## src/sv/mre_pkg.sv

```systemverilog
// Package for the MIPS-like execute unit: payload structs, opcodes, controller types.
// Used by the controller, datapath and top level; no dependencies.
package mre_pkg;

  typedef enum logic [5:0] {
    OP_ADD = 6'd0, OP_ADDU = 6'd1, OP_SUB = 6'd2, OP_AND = 6'd3, OP_OR = 6'd4,
    OP_XOR = 6'd5, OP_NOR = 6'd6, OP_NAND = 6'd7, OP_SLT = 6'd8, OP_SLL = 6'd9,
    OP_SRL = 6'd10, OP_SRA = 6'd11, OP_JR = 6'd12, OP_ADDI = 6'd13, OP_ADDIU = 6'd14,
    OP_LW = 6'd15, OP_LH = 6'd16, OP_LHU = 6'd17, OP_LB = 6'd18, OP_LBU = 6'd19,
    OP_SW = 6'd20, OP_SH = 6'd21, OP_SB = 6'd22, OP_LUI = 6'd23, OP_ANDI = 6'd24,
    OP_ORI = 6'd25, OP_NORI = 6'd26, OP_SLTI = 6'd27, OP_BEQ = 6'd28, OP_BNE = 6'd29,
    OP_BGTZ = 6'd30, OP_J = 6'd31, OP_JAL = 6'd32, OP_HALT = 6'd33
  } op_e;

  localparam logic [4:0]  LINK_REG   = 5'd31;
  localparam logic [31:0] HALF_EXT   = 32'hFFFF0000;
  localparam logic [31:0] BYTE_EXT   = 32'hFFFFFF00;
  localparam logic [31:0] REGION_MSK = 32'hF0000000;

  typedef struct packed {
    logic [5:0]  action;
    logic [4:0]  src_index;
    logic [4:0]  second_index;
    logic [4:0]  dest_field;
    logic [4:0]  shift_amount;
    logic [31:0] immediate;
    logic [25:0] jump_target;
    logic [31:0] current_pc;
  } in_item_t;

  typedef struct packed {
    logic [31:0] next_pc;
    logic        reg_written;
    logic [4:0]  reg_index;
    logic [31:0] reg_value;
    logic        mem_written;
    logic [9:0]  mem_address;
    logic [2:0]  access_bytes;
    logic        address_fault;
    logic        zero_write;
  } out_item_t;

  typedef enum logic [1:0] {
    ST_IDLE, ST_CLEAR, ST_EXEC, ST_FINISH
  } state_e;

  // controller -> datapath
  typedef struct packed {
    logic load_item;   // capture input transaction
    logic clear_step;  // write zero to one memory word
    logic exec;        // decode, issue memory access, register item
    logic finish;      // merge load data, write register file, load result
  } cmd_t;

  // datapath -> controller
  typedef struct packed {
    logic clear_done;
  } status_t;

endpackage

```

## src/sv/mre_ctrl.sv

```systemverilog
// Controller: clearing pass after reset, then capture, execute and finish states per instruction.
// Depends on mre_pkg.
module mre_ctrl (
  input  logic             clk_i,
  input  logic             rst_ni,
  input  logic             in_valid_i,
  output logic             in_ready_o,
  input  logic             out_valid_i,
  input  logic             out_ready_i,
  input  mre_pkg::status_t status_i,
  output mre_pkg::cmd_t    cmd_o
);
  mre_pkg::state_e state_q, state_d;

  always_ff @(posedge clk_i or negedge rst_ni) begin
    if (!rst_ni) begin
      state_q <= mre_pkg::ST_CLEAR;
    end else begin
      state_q <= state_d;
    end
  end

  always_comb begin
    state_d    = state_q;
    cmd_o      = '0;
    in_ready_o = 1'b0;
    unique case (state_q)
      mre_pkg::ST_CLEAR: begin
        cmd_o.clear_step = 1'b1;
        if (status_i.clear_done) state_d = mre_pkg::ST_IDLE;
      end
      mre_pkg::ST_IDLE: begin
        // the output register may be refilled when empty or draining now
        in_ready_o = !out_valid_i || out_ready_i;
        if (in_valid_i && in_ready_o) begin
          cmd_o.load_item = 1'b1;
          state_d = mre_pkg::ST_EXEC;
        end
      end
      mre_pkg::ST_EXEC: begin
        cmd_o.exec = 1'b1;
        state_d = mre_pkg::ST_FINISH;
      end
      mre_pkg::ST_FINISH: begin
        if (!out_valid_i || out_ready_i) begin
          cmd_o.finish = 1'b1;
          state_d = mre_pkg::ST_IDLE;
        end
      end
      default: state_d = mre_pkg::ST_CLEAR;
    endcase
  end
endmodule

```

## config.mk

```make
export PLATFORM = sky130hd
export DESIGN_NAME = mre_ctrl
export DESIGN_NICKNAME = d
export VERILOG_FILES = /design/src/sv/mre_pkg.sv /design/src/sv/mre_ctrl.sv
export SDC_FILE = /design/constraint.sdc
export NUM_CORES = 1
export LEC_CHECK = 0
export BUFFER_PORTS_ARGS = -buffer_cell sky130_fd_sc_hd__buf_2
export CAP_MARGIN = 10
export CORE_AREA = 2 2 39 41
export CTS_BUF_LIST = sky130_fd_sc_hd__clkbuf_4 sky130_fd_sc_hd__clkbuf_8 sky130_fd_sc_hd__clkbuf_16
export DETAILED_ROUTE_END_ITERATION = 12
export DIE_AREA = 0 0 41 43
export GPL_ROUTABILITY_DRIVEN = 0
export PLACE_DENSITY = 0.3
export SETUP_SLACK_MARGIN = 0.15
export SYNTH_ARGS = -nofsm -noshare
export SYNTH_HDL_FRONTEND = slang
export SYNTH_SLANG_ARGS = --single-unit
export TNS_END_PERCENT = 5
```

## constraint.sdc

```tcl
create_clock -name clk_i -period 1.05 [get_ports clk_i]
set_input_delay 0.21 -clock clk_i [delete_from_list [all_inputs] [get_ports clk_i]]
set_output_delay 0.21 -clock clk_i [all_outputs]
set_load 0.005 [all_outputs]
```

==> flow_summary.toml, run 1 <==
[sta]
worst_slack_ps = -244.9
grt_setup_unrepaired = "true"
slew-limit-headroom = 0.9060
fin_worst_skew_ps = 6.244
setup_tns_ps = -916.3
worstMarginPinSlew_ps = 140.4
fin_crit_sh = 1.233
hold_ws_ps = 276.3
min_period_ps = 1295
final_hold_viol_count = 0
fmax_mhz = 772.3
slew_viol_final = 0
setup_viol = 5

[worst_hold_path]
hold_path.class = "input pin to flop"
min_to = "state_q[0]"
hold_path.startpoint = "status_i"
whs_path_depth = 3

[layout]
nNetsFinal = 38
final_cell_count_no_fill = 47
top_regs = "state_q: 2 flops"
regMostFlops = "state_q"
fill_cells = 163
multi_input_area_um2 = 76.32
largest_reg_flops = 2
area_growth_syn_to_layout_pct = 93.69
num_antenna_cells = 0
drive_gt1_frac = 0.7097
register_area_um2 = 52.55

[yosys]
synthCells = 14
ys_seq_elements = 2
avgSynthCellArea_um2 = 9.920
synth_cell_types = 13
syn-cell-area_um2 = 138.9
synth_nets = 20
yosysSeqAreaShare = 0.3694
ys_warn_count = 0

[die]
die-area_um2 = 1763
fp.dieW_um = 41
start_util = 0.1004
die_h_um = 43
ios = 11
fp-row-count = 14
core_area_um2 = 1384

[detailed_routing]
avgViaCountPerCell = 3.255
drcViolationCount = 0
drtIter0Drc = 0
first_pass_iters = 1
drtAntennaViolNets = 0
routed_wl_um = 332
num_vias = 153
wire_per_inst_um = 7.064

[placement]
place_ws_ps = -29.43
io_buffers = 10
dp.cells = 40

[pwr]
p_per_area_nw_per_um2 = 2623
p_leak_nw = 0.1450
vdd_drop_max_mv = 0.4315

[clock_tree]
h-tree-depth = 1
insertion_delay_ps = 230
clk_pin_slew_ps = 30
cts_buffer_depth = 2
cts_tree = "built"
cts.sinks = 2
cts_root_buf = "clkbuf_4"
numCtsBuffers = 3

[global_route]
track_usage = 0.05221
grt_pass1_vias = 171
antenna_found_initial = 0
grt_pass1_wl_um = 593
overflow = 0
grt_max_degree = 7

[critical_path]
crit_required_ps = 840
crit_arrival_ps = 1080
crit_path_end_kind = "output port"
r2r-end = "state_q[0]"
startpoint_type = "flop"
path_max_fanout = 5
worstRegToRegCells = 3
path_class = "flop to output port"
reg2reg_from = "state_q[0]"
r2r_slack_ps = 100
cp-startpoint = "state_q[0]"

[outcome]
outcome = "complete, but fails checks"
violations = "negative setup slack"

[job]
cap_violations = 0
stage by stage:
step                 power, W    util  instance area, µm²
detailed placement  0.0004245  0.1510               209.0
global route        0.0007916  0.1944               269.0
floorplan           0.0003362       -               138.9
CTS                 0.0006976  0.1890               261.5
finish              0.0007056  0.1944               269.0
global placement    0.0004197  0.1510               209.0
cell usage after synthesis, drive strengths merged:
| cell type | number | area [µm²] |
|---|---|---|
| dfrtp | 1 | 25.02 |
| and3 | 1 | 6.260 |
| and2 | 1 | 6.260 |
| a21oi | 2 | 10.01 |
| a22o | 1 | 8.760 |
| nor3b | 1 | 12.51 |
| nand2 | 1 | 3.750 |
| nor2b | 2 | 15.02 |
| dfstp | 1 | 26.28 |
| inv | 1 | 3.750 |
| nand2b | 1 | 13.76 |
| buf | 1 | 7.510 |
critical path, cell delays in order, from the launching register on:
cell and delay (ps):
dfstp_2 550, nor3b_2 50, and2_1 140, buf_2 120
where the power goes:
group          total (W)  switching [W]  leakage [nW]  internal (W)
Combinational   0.000309       0.000113         0.105      0.000195
Clock           0.000214      0.0000470        0.0184      0.000167
Sequential      0.000183      0.0000474        0.0213      0.000135
Total           0.000706       0.000208         0.145      0.000498
worst max-delay path by stage:
stage / to / slack [ps] / cells past startpoint
floorplan: cmd_o[3] / 80 / 2
global placement: cmd_o[3] / -30 / 3
detailed placement: cmd_o[3] / -30 / 3
CTS: cmd_o[3] / -260 / 3
global route: cmd_o[3] / -330 / 3
finish: cmd_o[3] / -240 / 3
routing by layer:
layer,GRT usage,routed length (µm),vias to the layer above
met5,0,0,-
met1,0.04180,94,70
met3,0.01571,10,0
li1,-,-,82
met4,0.06000,0,0
met2,0.08438,228,1
cell families (layout without fill, tap and decap cells):
family / count (synthesis) / in the layout / share of synthesized area
AO/OA/AOI/OAI: 3 / 3 / 0.1351
AND/OR/NAND/NOR: 7 / 7 / 0.4144
flip-flops: 2 / 2 / 0.3694
buffers and inverters: 2 / 19 / 0.08108
layout make-up:
class,count,share of cell area
multi-input cells,10,0.2837
inverters,1,0.01395
repair buffers,14,0.3209
flip-flops and latches,2,0.1953
clock buffers,4,0.1116
well taps,16,0.07442
placed cells by master (no fill, tap or decap):
master,count
and3_1,1
nor3b_2,1
nand2b_4,1
buf_6,1
buf_2,10
nor2b_1,1
dfrtp_2,1
inv_1,1
clkbuf_4,4
dlygate4sd3_1,1
dfstp_2,1
a22o_1,1
a21oi_1,2
buf_4,2
nand2_1,1
nor2b_2,1
and2_1,1
what timing repair did:
item / 4_1_cts / 5_1_grt
endpoints found under the hold margin: 2 / 0
setup endpoints to repair: 6 / 7
pin swaps: 1 / 2
hold buffers: 1 / 0
resized for setup: 2 / 0
buffers inserted: 1 / 1
Note: power is estimated with default switching activity, not from simulation.
==> inputs of run 2 (changes only) <==
BUFFER_PORTS_ARGS = -buffer_cell sky130_fd_sc_hd__buf_4   (was -buffer_cell sky130_fd_sc_hd__buf_2)
PLACE_DENSITY = default   (was 0.3)
==> flow_summary.toml, run 2 (same netlist as run 1, synthesis figures left out) <==
[detailed_routing]
avgViaCountPerCell = 3.479
drtIter0Drc = 1
top_layer_used = "met3"
drtAntennaViolNets = 0
drcViolationCount = 0
dr_wl_met2_um = 225
met3_length_um = 35
num_vias = 167
wirelength_met1_um = 117
wire_per_inst_um = 7.875
first_pass_iters = 2
routed_wl_um = 378

[die]
fp.dieW_um = 41
die-area_um2 = 1763
fp-row-count = 14
start_util = 0.1004
core_area_um2 = 1384
die_h_um = 43
ios = 11

[layout]
top_regs = "state_q: 2 flops"
drive_gt1_frac = 0.6875
final_common_cell = "buf_4"
final_cell_count_no_fill = 48
largest_reg_flops = 2
area_growth_syn_to_layout_pct = 122.5
nNetsFinal = 39
regMostFlops = "state_q"
num_antenna_cells = 0
fill_cells = 157
final_cell_mix = "buf_4 (12), clkbuf_4 (4), a21oi_1 (2), buf_6 (2)"
fin_area_um2 = 309.0

[pwr]
switchingPower_w = 0.0002373
vdd_drop_max_mv = 0.3456
p_leak_nw = 0.1607
p_seq_frac = 0.223
p_per_area_nw_per_um2 = 2648
power.share.switching = 0.2900
clkPwrFrac = 0.266
combPwrFrac = 0.511
p_int_w = 0.0005810

[global_route]
grt_max_degree = 7
overflow = 0
antenna_found_initial = 0
grt_pass1_wl_um = 524
grt_pass1_vias = 153
track_usage = 0.05216

[worst_hold_path]
hold_path.startpoint = "in_valid_i"
hold_path.class = "input pin to flop"

[critical_path]
path_class = "flop to output port"
reg2reg_from = "state_q[0]"
crit_path_end_kind = "output port"
startpoint_type = "flop"
crit_arrival_ps = 1100
crit_slowest_cell = "dfstp_2"
crit_required_ps = 840
cp_slowest_stage_delay_ps = 560
cp_cell_sequence = "nor3b_2, and2_1, buf_4"
cp-startpoint = "state_q[0]"
path_max_fanout = 6

[sta]
fin_crit_sh = 1.252
slew-limit-headroom = 0.8916
final_hold_viol_count = 0
fmax_mhz = 760.9
worstMarginPinSlew_ps = 161.9
slew_viol_final = 0
fin_worst_skew_ps = 10.57
setup_viol = 5
grt_setup_unrepaired = "true"
min_period_ps = 1314
worst_slack_ps = -264.3

[outcome]
violations = "negative setup slack"
outcome = "complete, but fails checks"

[clock_tree]
insertion_delay_ps = 230
h-tree-depth = 1
clk_pin_slew_ps = 40
cts_buffer_depth = 2
numCtsBuffers = 3
cts.sinks = 2
cts_root_buf = "clkbuf_4"
cts_tree = "built"

[placement]
placed_cell_area_um2 = 249.0
dp.cells = 42
io_buffers = 10
dpl.hpwl_um = 284.4

[job]
cap_violations = 0
## run 2: worst paths after layout
check	endpoint	slack [ps]	cells after the start
worst min register to register	state_q[1]	560	1
worst max-delay path	cmd_o[3]	-260	3
max in group asynchronous	state_q[0]	540	2
worst min-delay path	state_q[1]	290	3
min in group asynchronous	state_q[1]	310	2
worst max register to register	state_q[0]	120	2
## run 2: final cells by class
| cell class | count | area [µm²] | share of cell area |
|---|---|---|---|
| multi-input combinational | 10 | 81.33 | 0.2632 |
| timing repair buffer | 15 | 122.6 | 0.3968 |
| tap | 16 | 20.02 | 0.06478 |
| sequential | 2 | 51.30 | 0.1660 |
| inverter | 1 | 3.754 | 0.01215 |
| clock buffer | 4 | 30.03 | 0.09717 |
## run 2: through the flow
step                      setup TNS [ps]    util  worst slack (ps)  power (W)  hold slack (ps)
after detailed placement          -36.54  0.1799            -32.63  0.0005278           -7.023
after CTS                          -1063  0.2089            -271.1  0.0007558            290.5
final                              -1112  0.2233            -264.3  0.0008183            288.8
after global placement            -23.69  0.1799            -23.69  0.0005196           -6.509
after global routing               -1304  0.2233            -310.2  0.0008737            297.4
after floorplan                        0       -             76.77  0.0003362           -85.59
## run 2: routing by layer
layer,global-route usage,vias up
li1,-,81
met1,0.03846,81
met2,0.06875,5
met3,0.03141,0
met4,0.08000,0
met5,0,-
## run 2: worst max-delay path: cells and delay by family, from the launching register on
family,cells,cell delay [ps]
buf+inv,1,130
flops,1,560
simple gates,2,190
## run 2: repair_timing
action                                 4_1_cts  5_1_grt
resized for setup                            0        3
hold buffers                                 1        0
setup endpoints to repair                    6        6
pin swaps                                    0        2
endpoints found under the hold margin        2        0
buffers inserted                             0        1
## run 2: power groups by stage
stage	sequential (W)	combinational [W]	clock, W
detailed placement	0.000182	0.000345	0
global route	0.000189	0.000452	0.000232
CTS	0.000182	0.000349	0.000225
floorplan	0.000180	0.000156	0
finish	0.000183	0.000418	0.000218
global placement	0.000180	0.000340	0
